$ cat config.mk
export PLATFORM = sky130hd
export DESIGN_NAME = line_follow_pd_steering_top
export DESIGN_NICKNAME = d
export VERILOG_FILES = /design/src/sv/lfpd_pkg.sv /design/src/sv/lfpd_div.sv /design/src/sv/line_follow_pd_steering_top.sv
export SDC_FILE = /design/constraint.sdc
export NUM_CORES = 1
export LEC_CHECK = 0
export CELL_PAD_IN_SITES_DETAIL_PLACEMENT = 0
export CELL_PAD_IN_SITES_GLOBAL_PLACEMENT = 1
export CORE_ASPECT_RATIO = 0.8
export CORE_MARGIN = 2
export CORE_UTILIZATION = 40
export DETAILED_ROUTE_END_ITERATION = 10
export DONT_BUFFER_PORTS = 1
export GPL_TIMING_DRIVEN = 0
export PLACE_DENSITY = 0.74
export SLEW_MARGIN = 20
export SYNTH_ARGS = -nofsm -noshare
export SYNTH_HDL_FRONTEND = slang
export SYNTH_SLANG_ARGS = --single-unit
$ cat constraint.sdc
create_clock -name clock -period 6.8 [get_ports clock]
set_input_delay 1.36 -clock clock [delete_from_list [all_inputs] [get_ports clock]]
set_output_delay 1.36 -clock clock [all_outputs]
set_load 0.02 [all_outputs]
$ cat src/sv/lfpd_pkg.sv
// ----------------------------------------------------------------------------
// lfpd_pkg
// Shared types, widths, register codes and the sensor weight table of the
// line-follow PD steering block.
// ----------------------------------------------------------------------------
package lfpd_pkg;

   localparam int SENSOR_W   = 8;   // width of the sensor sample port
   localparam int GAIN_W     = 12;  // Q8 gains
   localparam int LIMIT_W    = 23;  // integral bound
   localparam int DRIVE_W    = 10;  // Q8 signed drive
   localparam int WEIGHT_W   = 12;  // signed sensor weight
   localparam int TOTAL_W    = 14;  // signed weight sum, up to sixteen sensors
   localparam int MAG_W      = 13;  // magnitude of the weight sum
   localparam int ERR_W      = 11;  // signed line position
   localparam int DIFF_W     = 12;  // signed error difference
   localparam int SUM_W      = 24;  // signed error sum
   localparam int ACC_W      = 38;  // signed PID accumulator
   localparam int CSR_IDX_W  = 2;
   localparam int CSR_DATA_W = 23;

   localparam logic [CSR_IDX_W-1:0] CSR_PROP_GAIN   = 2'd0;
   localparam logic [CSR_IDX_W-1:0] CSR_INTEG_GAIN  = 2'd1;
   localparam logic [CSR_IDX_W-1:0] CSR_DERIV_GAIN  = 2'd2;
   localparam logic [CSR_IDX_W-1:0] CSR_INTEG_LIMIT = 2'd3;

   localparam logic [GAIN_W-1:0]  PROP_GAIN_RST   = 12'd384;
   localparam logic [GAIN_W-1:0]  INTEG_GAIN_RST  = 12'd0;
   localparam logic [GAIN_W-1:0]  DERIV_GAIN_RST  = 12'd26;
   localparam logic [LIMIT_W-1:0] INTEG_LIMIT_RST = 23'd8388607;

   // weights from the center ring outward: 0.4, 0.7, 1.2, 3.5 in Q8
   localparam logic signed [WEIGHT_W-1:0] RING_WEIGHT [4] =
      '{12'sd102, 12'sd179, 12'sd307, 12'sd896};

   typedef enum logic [2:0] {
      ST_IDLE,
      ST_SCAN,
      ST_DIV,
      ST_INTEG,
      ST_MAC,
      ST_FINISH
   } state_type;

   // weight of sensor idx out of n: lower half positive, upper half negative,
   // middle sensor of an odd count zero, outer rings beyond the fourth at 3.5
   function automatic logic signed [WEIGHT_W-1:0] weight_of(input int idx, input int n);
      int half;
      int ring;
      logic signed [WEIGHT_W-1:0] w;
      half = n >>> 1;
      ring = 0;
      w    = '0;
      if (idx < half) begin
         ring = half - 1 - idx;
         if (ring > 3) begin
            w = RING_WEIGHT[3];
         end else begin
            w = RING_WEIGHT[ring[1:0]];
         end
      end else if (idx >= n - half) begin
         ring = idx - (n - half);
         if (ring > 3) begin
            w = -RING_WEIGHT[3];
         end else begin
            w = -RING_WEIGHT[ring[1:0]];
         end
      end
      return w;
   endfunction

endpackage

$ cat src/sv/lfpd_div.sv
// ----------------------------------------------------------------------------
// lfpd_div
// Restoring divider, one quotient bit per cycle, unsigned operands.
// ----------------------------------------------------------------------------
module lfpd_div #(
   parameter int DVD_W = 13,
   parameter int DVS_W = 4
) (
   input  logic             clock,
   input  logic             reset,
   input  logic             start,
   input  logic [DVD_W-1:0] dividend,
   input  logic [DVS_W-1:0] divisor,
   output logic             done,
   output logic [DVD_W-1:0] quotient
);

   localparam int CNT_W = $clog2(DVD_W + 1);

   logic             busy_ff, busy_in;
   logic             done_ff, done_in;
   logic [CNT_W-1:0] cnt_ff, cnt_in;
   logic [DVS_W-1:0] rem_ff, rem_in;
   logic [DVD_W-1:0] quo_ff, quo_in;
   logic [DVS_W-1:0] dvs_ff, dvs_in;
   logic [DVS_W:0]   rem_shift;
   logic [DVS_W+1:0] diff;

   always_comb begin
      rem_shift = {rem_ff, quo_ff[DVD_W-1]};
      diff      = {1'b0, rem_shift} - {2'b00, dvs_ff};
      busy_in   = busy_ff;
      done_in   = 1'b0;
      cnt_in    = cnt_ff;
      rem_in    = rem_ff;
      quo_in    = quo_ff;
      dvs_in    = dvs_ff;
      if (start) begin
         busy_in = 1'b1;
         cnt_in  = CNT_W'(DVD_W);
         rem_in  = '0;
         quo_in  = dividend;
         dvs_in  = divisor;
      end else if (busy_ff) begin
         // keep the trial difference when it does not go negative
         if (!diff[DVS_W+1]) begin
            rem_in = diff[DVS_W-1:0];
         end else begin
            rem_in = rem_shift[DVS_W-1:0];
         end
         quo_in = {quo_ff[DVD_W-2:0], ~diff[DVS_W+1]};
         cnt_in = cnt_ff - 1'b1;
         if (cnt_ff == CNT_W'(1)) begin
            busy_in = 1'b0;
            done_in = 1'b1;
         end
      end
   end

   always_ff @(posedge clock) begin
      if (reset) begin
         busy_ff <= 1'b0;
         done_ff <= 1'b0;
         cnt_ff  <= '0;
      end else begin
         busy_ff <= busy_in;
         done_ff <= done_in;
         cnt_ff  <= cnt_in;
      end
      rem_ff <= rem_in;
      quo_ff <= quo_in;
      dvs_ff <= dvs_in;
   end

   assign done     = done_ff;
   assign quotient = quo_ff;

endmodule

$ cat src/sv/line_follow_pd_steering_top.sv
// Path from the accepted beat to a loaded result: one sensor per cycle in the scan,
//   13 divide steps, 12 gain-bit MAC steps, and bookkeeping states.
// Line lost: the search turn skips divide and MAC.
// Beats: a new beat is taken only in idle, after the last result has loaded. A held
//   result does not block taking the next beat; that beat then waits to load.
// Reset: synchronous, active high; gains and limit load reset values, PID state and rsp_valid clear.
// ----------------------------------------------------------------------------
// line_follow_pd_steering_top
// Line follower steering: sensor position by weighted mean, PID term, and
// differential left/right drive clamped to full scale.
// ----------------------------------------------------------------------------
module line_follow_pd_steering_top #(
   parameter int SENSOR_COUNT = 8
) (
   input  logic                                     clock,
   input  logic                                     reset,
   input  logic                                     req_valid,
   output logic                                     req_ready,
   input  logic [lfpd_pkg::SENSOR_W-1:0]            req_sensors,
   output logic                                     rsp_valid,
   input  logic                                     rsp_ready,
   output logic signed [lfpd_pkg::DRIVE_W-1:0]      rsp_left_drive,
   output logic signed [lfpd_pkg::DRIVE_W-1:0]      rsp_right_drive,
   output logic                                     rsp_line_lost,
   input  logic                                     csr_we,
   input  logic [lfpd_pkg::CSR_IDX_W-1:0]           csr_index,
   input  logic [lfpd_pkg::CSR_DATA_W-1:0]          csr_wdata
);

   localparam int IDX_W = $clog2(SENSOR_COUNT);
   localparam int CNT_W = $clog2(SENSOR_COUNT + 1);
   localparam int MB_W  = $clog2(lfpd_pkg::GAIN_W);

   localparam int TW = lfpd_pkg::TOTAL_W;
   localparam int EW = lfpd_pkg::ERR_W;
   localparam int SW = lfpd_pkg::SUM_W;
   localparam int AW = lfpd_pkg::ACC_W;
   localparam int GW = lfpd_pkg::GAIN_W;
   localparam int DW = lfpd_pkg::DRIVE_W;

   // ---------------------------------------------------------------- state
   lfpd_pkg::state_type state_ff, state_in;

   // configuration
   logic [GW-1:0]                    prop_gain_ff, integ_gain_ff, deriv_gain_ff;
   logic [lfpd_pkg::LIMIT_W-1:0]     integ_limit_ff;

   // controller memory across beats
   logic signed [EW-1:0]             prev_error_ff;
   logic signed [SW-1:0]             error_sum_ff, error_sum_in;
   logic signed [1:0]                search_dir_ff, search_dir_in;

   // per-beat working registers
   logic [SENSOR_COUNT-1:0]          sens_ff;
   logic [IDX_W-1:0]                 idx_ff;
   logic signed [TW-1:0]             total_ff, total_in;
   logic [CNT_W-1:0]                 count_ff, count_in;
   logic                             pair_lo_ff, pair_hi_ff;
   logic                             lost_ff;
   logic signed [EW-1:0]             err_ff;
   logic signed [lfpd_pkg::DIFF_W-1:0] diff_ff;
   logic signed [AW-1:0]             acc_ff, acc_in;
   logic [MB_W-1:0]                  mac_bit_ff;

   // result register
   logic                             rsp_valid_ff;
   logic signed [DW-1:0]             left_ff, right_ff, left_in, right_in;
   logic                             lost_out_ff;

   // control decodes
   logic                             scan_last;
   logic                             div_start;
   logic                             div_done;
   logic                             out_load;
   logic                             in_take;

   logic [SENSOR_COUNT-1:0]          sens_ext;
   logic [lfpd_pkg::MAG_W-1:0]       dvd_mag;
   logic [lfpd_pkg::MAG_W-1:0]       quotient;
   logic signed [lfpd_pkg::MAG_W:0]  quo_signed;
   logic signed [lfpd_pkg::MAG_W:0]  err_full;
   logic signed [SW:0]               sum_wide;
   logic signed [SW:0]               lim_wide;
   logic signed [AW-1:0]             term_p, term_i, term_d;
   logic signed [AW-1:0]             acc_biased, steer_full;
   logic signed [11:0]               steer, left_full, right_full;
   logic signed [1:0]                dir_neg;

   // sensors past the 8-bit port read as line seen
   for (genvar g = 0; g < SENSOR_COUNT; g++) begin : g_ext
      if (g < lfpd_pkg::SENSOR_W) begin : g_port
         assign sens_ext[g] = req_sensors[g];
      end else begin : g_pad
         assign sens_ext[g] = 1'b0;
      end
   end

   // ---------------------------------------------------------------- control
   assign scan_last = (state_ff == lfpd_pkg::ST_SCAN) && (idx_ff == IDX_W'(SENSOR_COUNT - 1));
   assign in_take   = req_valid && req_ready;

   always_comb begin
      state_in = state_ff;
      unique case (state_ff)
         lfpd_pkg::ST_IDLE: begin
            if (req_valid) state_in = lfpd_pkg::ST_SCAN;
         end
         lfpd_pkg::ST_SCAN: begin
            if (scan_last) begin
               // no sensor on the line: straight to the search turn
               state_in = (count_in == '0) ? lfpd_pkg::ST_FINISH : lfpd_pkg::ST_DIV;
            end
         end
         lfpd_pkg::ST_DIV: begin
            if (div_done) state_in = lfpd_pkg::ST_INTEG;
         end
         lfpd_pkg::ST_INTEG: begin
            state_in = lfpd_pkg::ST_MAC;
         end
         lfpd_pkg::ST_MAC: begin
            if (mac_bit_ff == '0) state_in = lfpd_pkg::ST_FINISH;
         end
         lfpd_pkg::ST_FINISH: begin
            if (out_load) state_in = lfpd_pkg::ST_IDLE;
         end
         default: state_in = lfpd_pkg::ST_IDLE;
      endcase
   end

   always_comb begin
      req_ready = 1'b0;
      div_start = 1'b0;
      out_load  = 1'b0;
      unique case (state_ff)
         lfpd_pkg::ST_IDLE:   req_ready = 1'b1;
         lfpd_pkg::ST_SCAN:   div_start = scan_last && (count_in != '0);
         lfpd_pkg::ST_FINISH: out_load  = !rsp_valid_ff || rsp_ready;
         default: begin
            req_ready = 1'b0;
         end
      endcase
   end

   // ---------------------------------------------------------------- scan
   always_comb begin
      total_in = total_ff;
      count_in = count_ff;
      if (!sens_ff[0]) begin
         total_in = total_ff + TW'(lfpd_pkg::weight_of(int'(idx_ff), SENSOR_COUNT));
         count_in = count_ff + 1'b1;
      end
   end

   assign dvd_mag = total_in[TW-1] ? lfpd_pkg::MAG_W'(-total_in)
                                   : lfpd_pkg::MAG_W'(total_in);

   lfpd_div #(
      .DVD_W (lfpd_pkg::MAG_W),
      .DVS_W (CNT_W)
   ) u_div (
      .clock    (clock),
      .reset    (reset),
      .start    (div_start),
      .dividend (dvd_mag),
      .divisor  (count_in),
      .done     (div_done),
      .quotient (quotient)
   );

   // restore the sign: quotient truncates toward zero
   assign quo_signed = {1'b0, quotient};
   assign err_full   = total_ff[TW-1] ? -quo_signed : quo_signed;

   // ---------------------------------------------------------------- integral
   always_comb begin
      sum_wide = (SW+1)'(error_sum_ff) + (SW+1)'(err_ff);
      lim_wide = (SW+1)'(integ_limit_ff);
      if (sum_wide > lim_wide) begin
         sum_wide = lim_wide;
      end else if (sum_wide < -lim_wide) begin
         sum_wide = -lim_wide;
      end
      error_sum_in = sum_wide[SW-1:0];
      // upper pair wins over lower pair
      search_dir_in = search_dir_ff;
      if (pair_lo_ff) search_dir_in = -2'sd1;
      if (pair_hi_ff) search_dir_in = 2'sd1;
   end

   // ---------------------------------------------------------------- MAC
   // MSB-first over the gain bits: acc = 2*acc + selected operands
   assign term_p = prop_gain_ff[mac_bit_ff]  ? AW'(err_ff)       : '0;
   assign term_i = integ_gain_ff[mac_bit_ff] ? AW'(error_sum_ff) : '0;
   assign term_d = deriv_gain_ff[mac_bit_ff] ? AW'(diff_ff)      : '0;
   assign acc_in = (acc_ff <<< 1) + term_p + term_i + term_d;

   // ---------------------------------------------------------------- output
   always_comb begin
      // divide by 256 toward zero, then clamp steer and drives
      acc_biased = acc_ff + (acc_ff[AW-1] ? AW'(255) : AW'(0));
      steer_full = acc_biased >>> 8;
      if (steer_full > AW'(512)) begin
         steer = 12'sd512;
      end else if (steer_full < -AW'(512)) begin
         steer = -12'sd512;
      end else begin
         steer = steer_full[11:0];
      end
      left_full  = 12'sd256 - steer;
      right_full = 12'sd256 + steer;
      if (left_full > 12'sd256)       left_full  = 12'sd256;
      else if (left_full < -12'sd256) left_full  = -12'sd256;
      if (right_full > 12'sd256)       right_full = 12'sd256;
      else if (right_full < -12'sd256) right_full = -12'sd256;

      dir_neg = -search_dir_ff;
      if (lost_ff) begin
         left_in  = {search_dir_ff, 8'd0};
         right_in = {dir_neg, 8'd0};
      end else begin
         left_in  = left_full[DW-1:0];
         right_in = right_full[DW-1:0];
      end
   end

   // ---------------------------------------------------------------- registers
   always_ff @(posedge clock) begin
      if (reset) begin
         state_ff       <= lfpd_pkg::ST_IDLE;
         rsp_valid_ff   <= 1'b0;
         prop_gain_ff   <= lfpd_pkg::PROP_GAIN_RST;
         integ_gain_ff  <= lfpd_pkg::INTEG_GAIN_RST;
         deriv_gain_ff  <= lfpd_pkg::DERIV_GAIN_RST;
         integ_limit_ff <= lfpd_pkg::INTEG_LIMIT_RST;
         prev_error_ff  <= '0;
         error_sum_ff   <= '0;
         search_dir_ff  <= '0;
      end else begin
         state_ff <= state_in;
         if (out_load) begin
            rsp_valid_ff <= 1'b1;
         end else if (rsp_ready) begin
            rsp_valid_ff <= 1'b0;
         end
         if (csr_we) begin
            unique case (csr_index)
               lfpd_pkg::CSR_PROP_GAIN:   prop_gain_ff   <= csr_wdata[GW-1:0];
               lfpd_pkg::CSR_INTEG_GAIN:  integ_gain_ff  <= csr_wdata[GW-1:0];
               lfpd_pkg::CSR_DERIV_GAIN:  deriv_gain_ff  <= csr_wdata[GW-1:0];
               lfpd_pkg::CSR_INTEG_LIMIT: integ_limit_ff <= csr_wdata;
               default: begin
               end
            endcase
         end
         // commit controller memory once per seen-line beat
         if (state_ff == lfpd_pkg::ST_INTEG) begin
            prev_error_ff <= err_ff;
            error_sum_ff  <= error_sum_in;
            search_dir_ff <= search_dir_in;
         end
      end
   end

   always_ff @(posedge clock) begin
      if (in_take) begin
         sens_ff    <= sens_ext;
         idx_ff     <= '0;
         total_ff   <= '0;
         count_ff   <= '0;
         pair_lo_ff <= !sens_ext[0] && !sens_ext[1];
         pair_hi_ff <= !sens_ext[SENSOR_COUNT-2] && !sens_ext[SENSOR_COUNT-1];
         lost_ff    <= 1'b0;
      end else if (state_ff == lfpd_pkg::ST_SCAN) begin
         // advance one sensor per cycle
         sens_ff  <= sens_ff >> 1;
         idx_ff   <= idx_ff + 1'b1;
         total_ff <= total_in;
         count_ff <= count_in;
         lost_ff  <= (count_in == '0);
      end
      if (div_done) begin
         err_ff <= err_full[EW-1:0];
      end
      if (state_ff == lfpd_pkg::ST_INTEG) begin
         diff_ff    <= (lfpd_pkg::DIFF_W)'(err_ff) - (lfpd_pkg::DIFF_W)'(prev_error_ff);
         acc_ff     <= '0;
         mac_bit_ff <= MB_W'(GW - 1);
      end else if (state_ff == lfpd_pkg::ST_MAC) begin
         acc_ff     <= acc_in;
         mac_bit_ff <= mac_bit_ff - 1'b1;
      end
      if (out_load) begin
         left_ff     <= left_in;
         right_ff    <= right_in;
         lost_out_ff <= lost_ff;
      end
   end

   assign rsp_valid       = rsp_valid_ff;
   assign rsp_left_drive  = left_ff;
   assign rsp_right_drive = right_ff;
   assign rsp_line_lost   = lost_out_ff;

   // ---------------------------------------------------------------- checks
`ifndef ASSERT_OFF
   a_load_shows: assert property (@(posedge clock) disable iff (reset)
      out_load |=> rsp_valid_ff)
      else $error("loaded result not presented");

   a_take_scans: assert property (@(posedge clock) disable iff (reset)
      in_take |=> state_ff == lfpd_pkg::ST_SCAN)
      else $error("accepted beat did not start a scan");

   a_lost_mirror: assert property (@(posedge clock) disable iff (reset)
      rsp_valid_ff && lost_out_ff |-> left_ff == -right_ff)
      else $error("search turn drives not opposite");

   a_drive_range: assert property (@(posedge clock) disable iff (reset)
      rsp_valid_ff |-> (left_ff >= -10'sd256) && (left_ff <= 10'sd256)
                    && (right_ff >= -10'sd256) && (right_ff <= 10'sd256))
      else $error("drive beyond full scale");
`endif

endmodule
# Yosys cells after proc, flatten, opt, wreduce, memory -nomap -nowiden
# Index checks and enable logic that the tools add are counted.
word_totals:
  reg_bits: 245
  input_bits: 38
  output_inout_bits: 23
  word_cells: 177
op_classes:
  addsub: 21
  magnitude_cmp: 15
  n_eq_ne: 15
  mux: 60
  n_bitwise: 4
  n_reduce_logical: 30
ops:
  columns: ["cell", "n"]
  rows:
  - ["$mux W12", 11]
  - ["$add A38 B38 Y38", 3]
  - ["$mux W38", 3]
  - ["$mux W10", 6]
  - ["$bmux W12 S2", 2]
  - ["$mux W24", 2]
  - ["$mux W13", 3]
  - ["$add A38 B9 Y38", 1]
  - ["$gt A30 B11 Y1 const B", 1]
  - ["$lt A30 B10 Y1 const B", 1]
  - ["$add A24 B11 Y25", 1]
  - ["$gt A25 B24 Y1", 1]
  - ["$lt A25 B25 Y1", 1]
  - ["$neg A23 Y25", 1]
  - ["$gt A12 B10 Y1 const B", 2]
  - ["$lt A12 B9 Y1 const B", 2]
  - ["$mux W8", 3]
  - ["$mux W3", 6]
  - ["$pmux W3 S6", 1]
  - ["$mux W4", 4]
  - ["$add A14 B12 Y14", 1]
  - ["$mux W14", 1]
  - ["$neg A13 Y13", 1]
  - ["$add A10 B12 Y12 const A", 1]
  - ["other kinds (41)", 86]

# Longest topological paths before layout
depth:
  ltp_word: 15
  ltp_mapped: 24
  depth_no_buf: 22

# Hierarchy
# A second synthesis with hierarchy kept.
hier_totals:
  hier_cells: 2166
  area_unflattened_um2: 19113.3
by_module_without_submodules:
  columns: ["module", "n_inst", "cells_per_inst", "area_per_inst_um2", "seq_area_each_um2"]
  rows:
  - ["line_follow_pd_steering_top", 1, 2064, 17825.8, 4904.7]
  - ["lfpd_div", 1, 102, 1287.5, 710.7]

# Least setup slack after synthesis
# Ideal clock, no wire load.
synth_timing:
  path_kind: "register to register"
  from: "register mac_bit_ff[0]"
  to: "register acc_ff[30]"
  setup_ps: 86
  t_arrival_ps: 6064
  required_time_ps: 6714
  setup_slack_ps: 651
  path_stages_with_launch: 21
  path_buffers: 2
  period_less_slack_ps: 6149
  path_cell_list: "dfxtp_1 > buf_1 > mux4_2 > mux2i_1 > o22ai_1 > and2_1 > fa_1 > fa_1 > ha_1 > clkbuf_1 > a211o_1 > or2_2 > o22ai_1 > a2111o_1 > a31oi_1 > o21ai_0 > nand2b_1 > a21o_1 > a21oi_1 > xor2_1 > a211oi_1"
synth_between:
  elab_chain_cells: 6
  word_cells_on_any_way: 12
  cone_classes: "add/sub: 3; mux: 9"
synth_rtl:
  columns: ["element", "line_no", "source"]
  rows:
  - ["start, declared", "line_follow_pd_steering_top.sv:63", "logic [MB_W-1:0] mac_bit_ff;"]
  - ["start signal, assigned", "line_follow_pd_steering_top.sv:287", "mac_bit_ff <= MB_W'(GW - 1);"]
  - ["start signal, assigned", "line_follow_pd_steering_top.sv:290", "mac_bit_ff <= mac_bit_ff - 1'b1;"]
  - ["$bmux W1 S4", "line_follow_pd_steering_top.sv:192", "assign term_p = prop_gain_ff[mac_bit_ff] ? AW'(err_ff) : '0;"]
  - ["$mux W1 (implied by the code)", "line_follow_pd_steering_top.sv:192", null]
  - ["$mux W38", "line_follow_pd_steering_top.sv:192", null]
  - ["$add A38 B38 Y38 (2 in series)", "line_follow_pd_steering_top.sv:195", "assign acc_in = (acc_ff <<< 1) + term_p + term_i + term_d;"]
  - ["$add A38 B38 Y38 *", "line_follow_pd_steering_top.sv:195", null]
  - ["end signal, assigned", "line_follow_pd_steering_top.sv:289", "acc_ff <= acc_in;"]
  - ["end, declared", "line_follow_pd_steering_top.sv:62", "logic signed [AW-1:0] acc_ff, acc_in;"]
# Every way passes the cells marked *; elsewhere a longest branch is shown, timed or not. The select of a mux whose other input is x is not followed.
# A chain may end at the register's enable or synchronous reset.

# Worst setup path in the final report
# Same ends and word-level chain as after synthesis.

==> impl_results.html <==
<table>
<tr><th>Metric</th><th>Value</th></tr>
<tr><th colspan="2">Finish</th></tr>
<tr><td>Share of post-route cells with drive strength above 1</td><td>5.75%</td></tr>
<tr><td>Diodes inserted</td><td>0</td></tr>
<tr><td>Util after Layout</td><td>between 40% and 50%</td></tr>
<tr><td>Layout Area Growth over Synthesis</td><td>9.56%</td></tr>
<tr><td>Fillcell total</td><td>4879</td></tr>
<tr><td>Final nets</td><td>roughly 2600</td></tr>
<tr><td>Non-filler instance count after layout</td><td>between 2000 and 3000</td></tr>
<tr><th colspan="2">Clocking</th></tr>
<tr><td>H-tree depth</td><td>1</td></tr>
<tr><td>Clock Path Buffers</td><td>3</td></tr>
<tr><td>CTS buffer count</td><td>30</td></tr>
<tr><td>Clock-pin slew of the registers on the worst-case setup and hold paths</td><td>roughly 60 ps</td></tr>
<tr><td>Root buffer selected by CTS</td><td>sky130_fd_sc_hd__clkbuf_16</td></tr>
<tr><td>Worst-Skew Late Latency</td><td>590 ps</td></tr>
<tr><td>Post-CTS Setup Repair Bufs</td><td>0</td></tr>
<tr><td>Sink count of the clock tree</td><td>roughly 250</td></tr>
<tr><td>TritonCTS clock tree</td><td>built</td></tr>
<tr><td>Count of hold buffers inserted by post-cts repair</td><td>0</td></tr>
<tr><th colspan="2">Route</th></tr>
<tr><td>Number of iterations in the first detailed-routing pass</td><td>7</td></tr>
<tr><td>Detailed-route DRC error count</td><td>0</td></tr>
<tr><td>Per-cell routed wire length</td><td>roughly 19 µm</td></tr>
<tr><td>Detailed-route vias per instance</td><td>about 5.7</td></tr>
<tr><td>Final WL</td><td>around 57000 µm</td></tr>
<tr><td>Initial drt markers</td><td>between 1000 and 1500</td></tr>
<tr><td>Remaining number of nets flagged by the antenna check after routing</td><td>0</td></tr>
<tr><td>Vias after detailed routing</td><td>between 15000 and 20000</td></tr>
<tr><th colspan="2">GRT</th></tr>
<tr><td>Total grt overflow</td><td>0</td></tr>
<tr><td>Initial antenna violation count</td><td>1</td></tr>
<tr><td>Number of global-route vias before repair</td><td>about 16000</td></tr>
<tr><td>Wire length of the first global-routing pass</td><td>90400 µm</td></tr>
<tr><td>Gr usage total</td><td>~22%</td></tr>
<tr><td>Pin count of the biggest net entering global routing</td><td>28</td></tr>
<tr><th colspan="2">Worst hold path</th></tr>
<tr><td>Hold Path Depth</td><td>2</td></tr>
<tr><td>Worst Hold End</td><td>prop_gain_ff[11]</td></tr>
<tr><td>Classification of the worst-slack hold path</td><td>register to register</td></tr>
<tr><td>Hold_sp</td><td>prop_gain_ff[11]</td></tr>
<tr><th colspan="2">Synthesis</th></tr>
<tr><td>Synthesized netlist cell count</td><td>between 2000 and 2500</td></tr>
<tr><td>Average footprint of a synthesized cell</td><td>~8.7 µm²</td></tr>
<tr><td>Main synth FF type</td><td>sky130_fd_sc_hd__dfxtp_1</td></tr>
<tr><td>Number of warnings reported in the yosys synthesis log</td><td>0</td></tr>
<tr><td>Flops &amp; latches, synth</td><td>around 250</td></tr>
<tr><td>Sequential fraction of the synthesis area</td><td>28.3%</td></tr>
<tr><td>Async set or reset register ratio after synthesis</td><td>0%</td></tr>
<tr><td>Count of unique library cells instantiated by Yosys</td><td>between 80 and 90</td></tr>
<tr><td>Number of flops mapped to enable cells by yosys</td><td>71</td></tr>
<tr><td>Post-Syn Area</td><td>~0.020 mm²</td></tr>
<tr><td>Number of nets in the synthesized netlist</td><td>about 2600</td></tr>
<tr><th colspan="2">Power and ir drop</th></tr>
<tr><td>Total power per unit cell area</td><td>between 300 and 400 mW/mm²</td></tr>
<tr><td>Worst-case vdd ir drop</td><td>between 0.0002 and 0.00025 V</td></tr>
<tr><td>Static Leak</td><td>about 9.0 nW</td></tr>
<tr><th colspan="2">Status</th></tr>
<tr><td>Status</td><td>complete, no violations</td></tr>
<tr><th colspan="2">STA</th></tr>
<tr><td>Skew final</td><td>about 37 ps</td></tr>
<tr><td>Post-route fraction of the period consumed by the critical path</td><td>~93%</td></tr>
<tr><td>Number of failing setup endpoints in the final timing report</td><td>0</td></tr>
<tr><td>Post-route worst setup slack</td><td>about 450 ps</td></tr>
<tr><td>Setup total negative slack</td><td>0 ps</td></tr>
<tr><td>Relative slew slack</td><td>about a quarter</td></tr>
<tr><td>Maximum clock frequency</td><td>around 160 MHz</td></tr>
<tr><td>Setup repair after global routing missed its margin</td><td>false</td></tr>
<tr><td>Actual transition at the worst max-transition pin</td><td>1100 ps</td></tr>
<tr><td>Final min period</td><td>6350 ps</td></tr>
<tr><td>Final max-slew violation count</td><td>0</td></tr>
<tr><td>Hold violation count in the final report</td><td>0</td></tr>
<tr><td>Post-Route Hold Slack</td><td>around 450 ps</td></tr>
<tr><th colspan="2">Worst setup path</th></tr>
<tr><td>Highest net fanout along the worst path</td><td>20</td></tr>
<tr><td>CP cell instances</td><td>clkbuf_4 &gt; mux4_2 &gt; mux2i_1 &gt; o22ai_1 &gt; and2_2 &gt; buf_12 &gt; fa_1 &gt; fa_1 &gt; ha_1 &gt; and4_1 &gt; and2_1 &gt; a221oi_1 &gt; a2111o_1 &gt; a31oi_1 &gt; o21ai_0 &gt; nand2b_1 &gt; a21o_1 &gt; a21oi_1 &gt; xor2_1 &gt; a211oi_1</td></tr>
<tr><td>Worst setup path class</td><td>register to register</td></tr>
<tr><td>Required time worst endpoint</td><td>slightly above 7000 ps</td></tr>
<tr><td>Worst EP arrival</td><td>6760 ps</td></tr>
<tr><td>Largest incremental delay on the critical path</td><td>between 500 and 600 ps</td></tr>
<tr><td>RR Endpoint</td><td>acc_ff[30]</td></tr>
<tr><td>Slowest cell on the critical path</td><td>sky130_fd_sc_hd__mux4_2</td></tr>
<tr><td>Critical path startpoint category</td><td>register</td></tr>
<tr><td>Crit path capture type</td><td>register</td></tr>
<tr><td>Critical R2R Launch</td><td>mac_bit_ff[0]</td></tr>
<tr><td>Worst reg-to-reg path cell count</td><td>20</td></tr>
<tr><td>Critical path's most frequent cell</td><td>sky130_fd_sc_hd__fa_1</td></tr>
<tr><td>Flop2flop setup slack</td><td>~450 ps</td></tr>
<tr><th colspan="2">Placed design</th></tr>
<tr><td>PortBufs</td><td>0</td></tr>
<tr><td>Final HPWL from detailed placement</td><td>45000 µm</td></tr>
<tr><td>Final weighted congestion of routability-driven global placement</td><td>about 0.9</td></tr>
<tr><td>Placement-stage worst setup slack</td><td>-211 ps</td></tr>
<tr><td>Number of placed cells counting well taps</td><td>about 3000</td></tr>
<tr><th colspan="2">Floorplanning</th></tr>
<tr><td>Initial standard-cell utilization of the core</td><td>40.8%</td></tr>
<tr><td>Core Rows</td><td>a little over 70</td></tr>
<tr><td>Die ar.</td><td>around 0.051 mm²</td></tr>
<tr><td>Core ar.</td><td>between 0.04 and 0.05 mm²</td></tr>
<tr><td>Die Width</td><td>between 200 and 300 µm</td></tr>
<tr><td>Io pins</td><td>between 60 and 70</td></tr>
<tr><td>Height of the die</td><td>between 200 and 250 µm</td></tr>
<tr><th colspan="2">Run</th></tr>
<tr><td>Max-capacitance violation count</td><td>0</td></tr>
</table>
## metrics by stage
step                area [µm²]  total power [mW]
floorplan                19900              5.19
global placement         20600              6.21
detailed placement       20700              6.29
CTS                      21700              8.01
global route             21700              8.64
finish                   21700              7.99
## registers in the layout, summed over array words and instances, names as in the netlist, 12 cells and up
signal and flops:
acc_ff 38, error_sum_ff 24, integ_limit_ff 23, total_ff 14, u_div.quotient 13, deriv_gain_ff 12
diff_ff 12, integ_gain_ff 12, prop_gain_ff 12
## power by group
part           internal (mW)  switching, mW
sequential              1.80          0.336
combinational           1.60           2.57
clock                  0.997          0.682
total                   4.40           3.59
## final cells by class
| type | count | area [µm²] | share of cell area [%] |
|---|---|---|---|
| Clock buffer | 39 | 848 | 3.90 |
| Buffer | 112 | 448 | 2.06 |
| Timing Repair Buffer | 2 | 31.3 | 0.144 |
| Tap cell | 629 | 787 | 3.62 |
| Inverter | 132 | 495 | 2.28 |
| Multi-Input combinational cell | 1801 | 13300 | 61.3 |
| Clock inverter | 17 | 184 | 0.846 |
| Sequential cell | 245 | 5620 | 25.8 |
## synthesized netlist by cell type (all sizes together), types with 18 or more instances
library cell	count	area share, %
a211o	28	1.2
a211oi	26	1.0
a21o	35	1.3
a21oi	151	3.8
a31oi	20	0.63
and2	58	1.8
buf	18	0.43
clkbuf	94	1.8
dfxtp	174	18
edfxtp	71	11
fa	78	7.9
ha	162	10
inv	130	2.5
mux2i	41	2.1
nand2	248	4.7
nand2b	26	0.82
nand3	45	1.1
nand3b	33	1.2
nand4	25	0.86
nand4b	19	0.84
nor2	174	3.3
nor2b	26	0.82
nor3	44	1.2
nor4	22	0.77
o21a	25	0.95
o21ai	110	2.8
o22ai	23	0.72
o311ai	21	0.93
o31ai	22	0.88
or3	22	0.72
xnor2	89	3.9
xor2	40	1.8
## per-layer routing
metal	part of all wire [%]	global-route usage [%]	vias to the layer above
li1	-	-	8329
met1	49	32.8	8261
met2	44	34.7	396
met3	4.9	2.35	51
met4	1.2	3.19	2
met5	0.025	0	-
## how the worst max path moves through the flow
stage | endpoint | startpoint | cells after the start
after floorplan | acc_ff[30] | mac_bit_ff[0] | 20
after global placement | acc_ff[37] | mac_bit_ff[0] | 19
after detailed placement | acc_ff[37] | mac_bit_ff[0] | 20
after CTS | acc_ff[37] | mac_bit_ff[0] | 20
after global routing | acc_ff[30] | mac_bit_ff[0] | 21
final | acc_ff[30] | mac_bit_ff[0] | 20
## logic make-up after synthesis
kind of cell	after synthesis	synth area share, %
AOI/OAI and AO/OA	567	19.0
xor gates and xnor gates	129	5.69
adders and majority gates	240	18.1
buffers and inverters	244	4.71
muxes	61	3.71
DFF	245	28.3
and+or+nand+nor	804	20.5
## what timing repair did
action,in CTS,in global routing
gates cloned,0,0
resized for setup,3,12
endpoints found under the setup margin,2,15
## placed cells by master (no fill, tap or decap), drive strengths merged, types with 28 or more instances in the layout
| master | instances |
|---|---|
| clkbuf | 134 |
| nand3b | 33 |
| inv | 133 |
| xor2 | 40 |
| a21oi | 151 |
| mux2i | 41 |
| nand2 | 248 |
| o21ai | 110 |
| edfxtp | 71 |
| a21o | 35 |
| nor2 | 174 |
| nand3 | 45 |
| fa | 78 |
| nor3 | 44 |
| ha | 162 |
| and2 | 58 |
| a211o | 28 |
| xnor2 | 89 |
| dfxtp | 174 |
## critical path, delay by kind of cell (launching register included)
kind                       cells  cell delay (ps)
buffers and inverters          2              560
and+or+nand+nor                4              920
xor gates and xnor gates       1              400
AOI/OAI and AO/OA              8             1780
adders and majority gates      3             1390
DFF                            1              440
muxes                          2              680
Note: power is estimated with default switching activity, not from simulation.
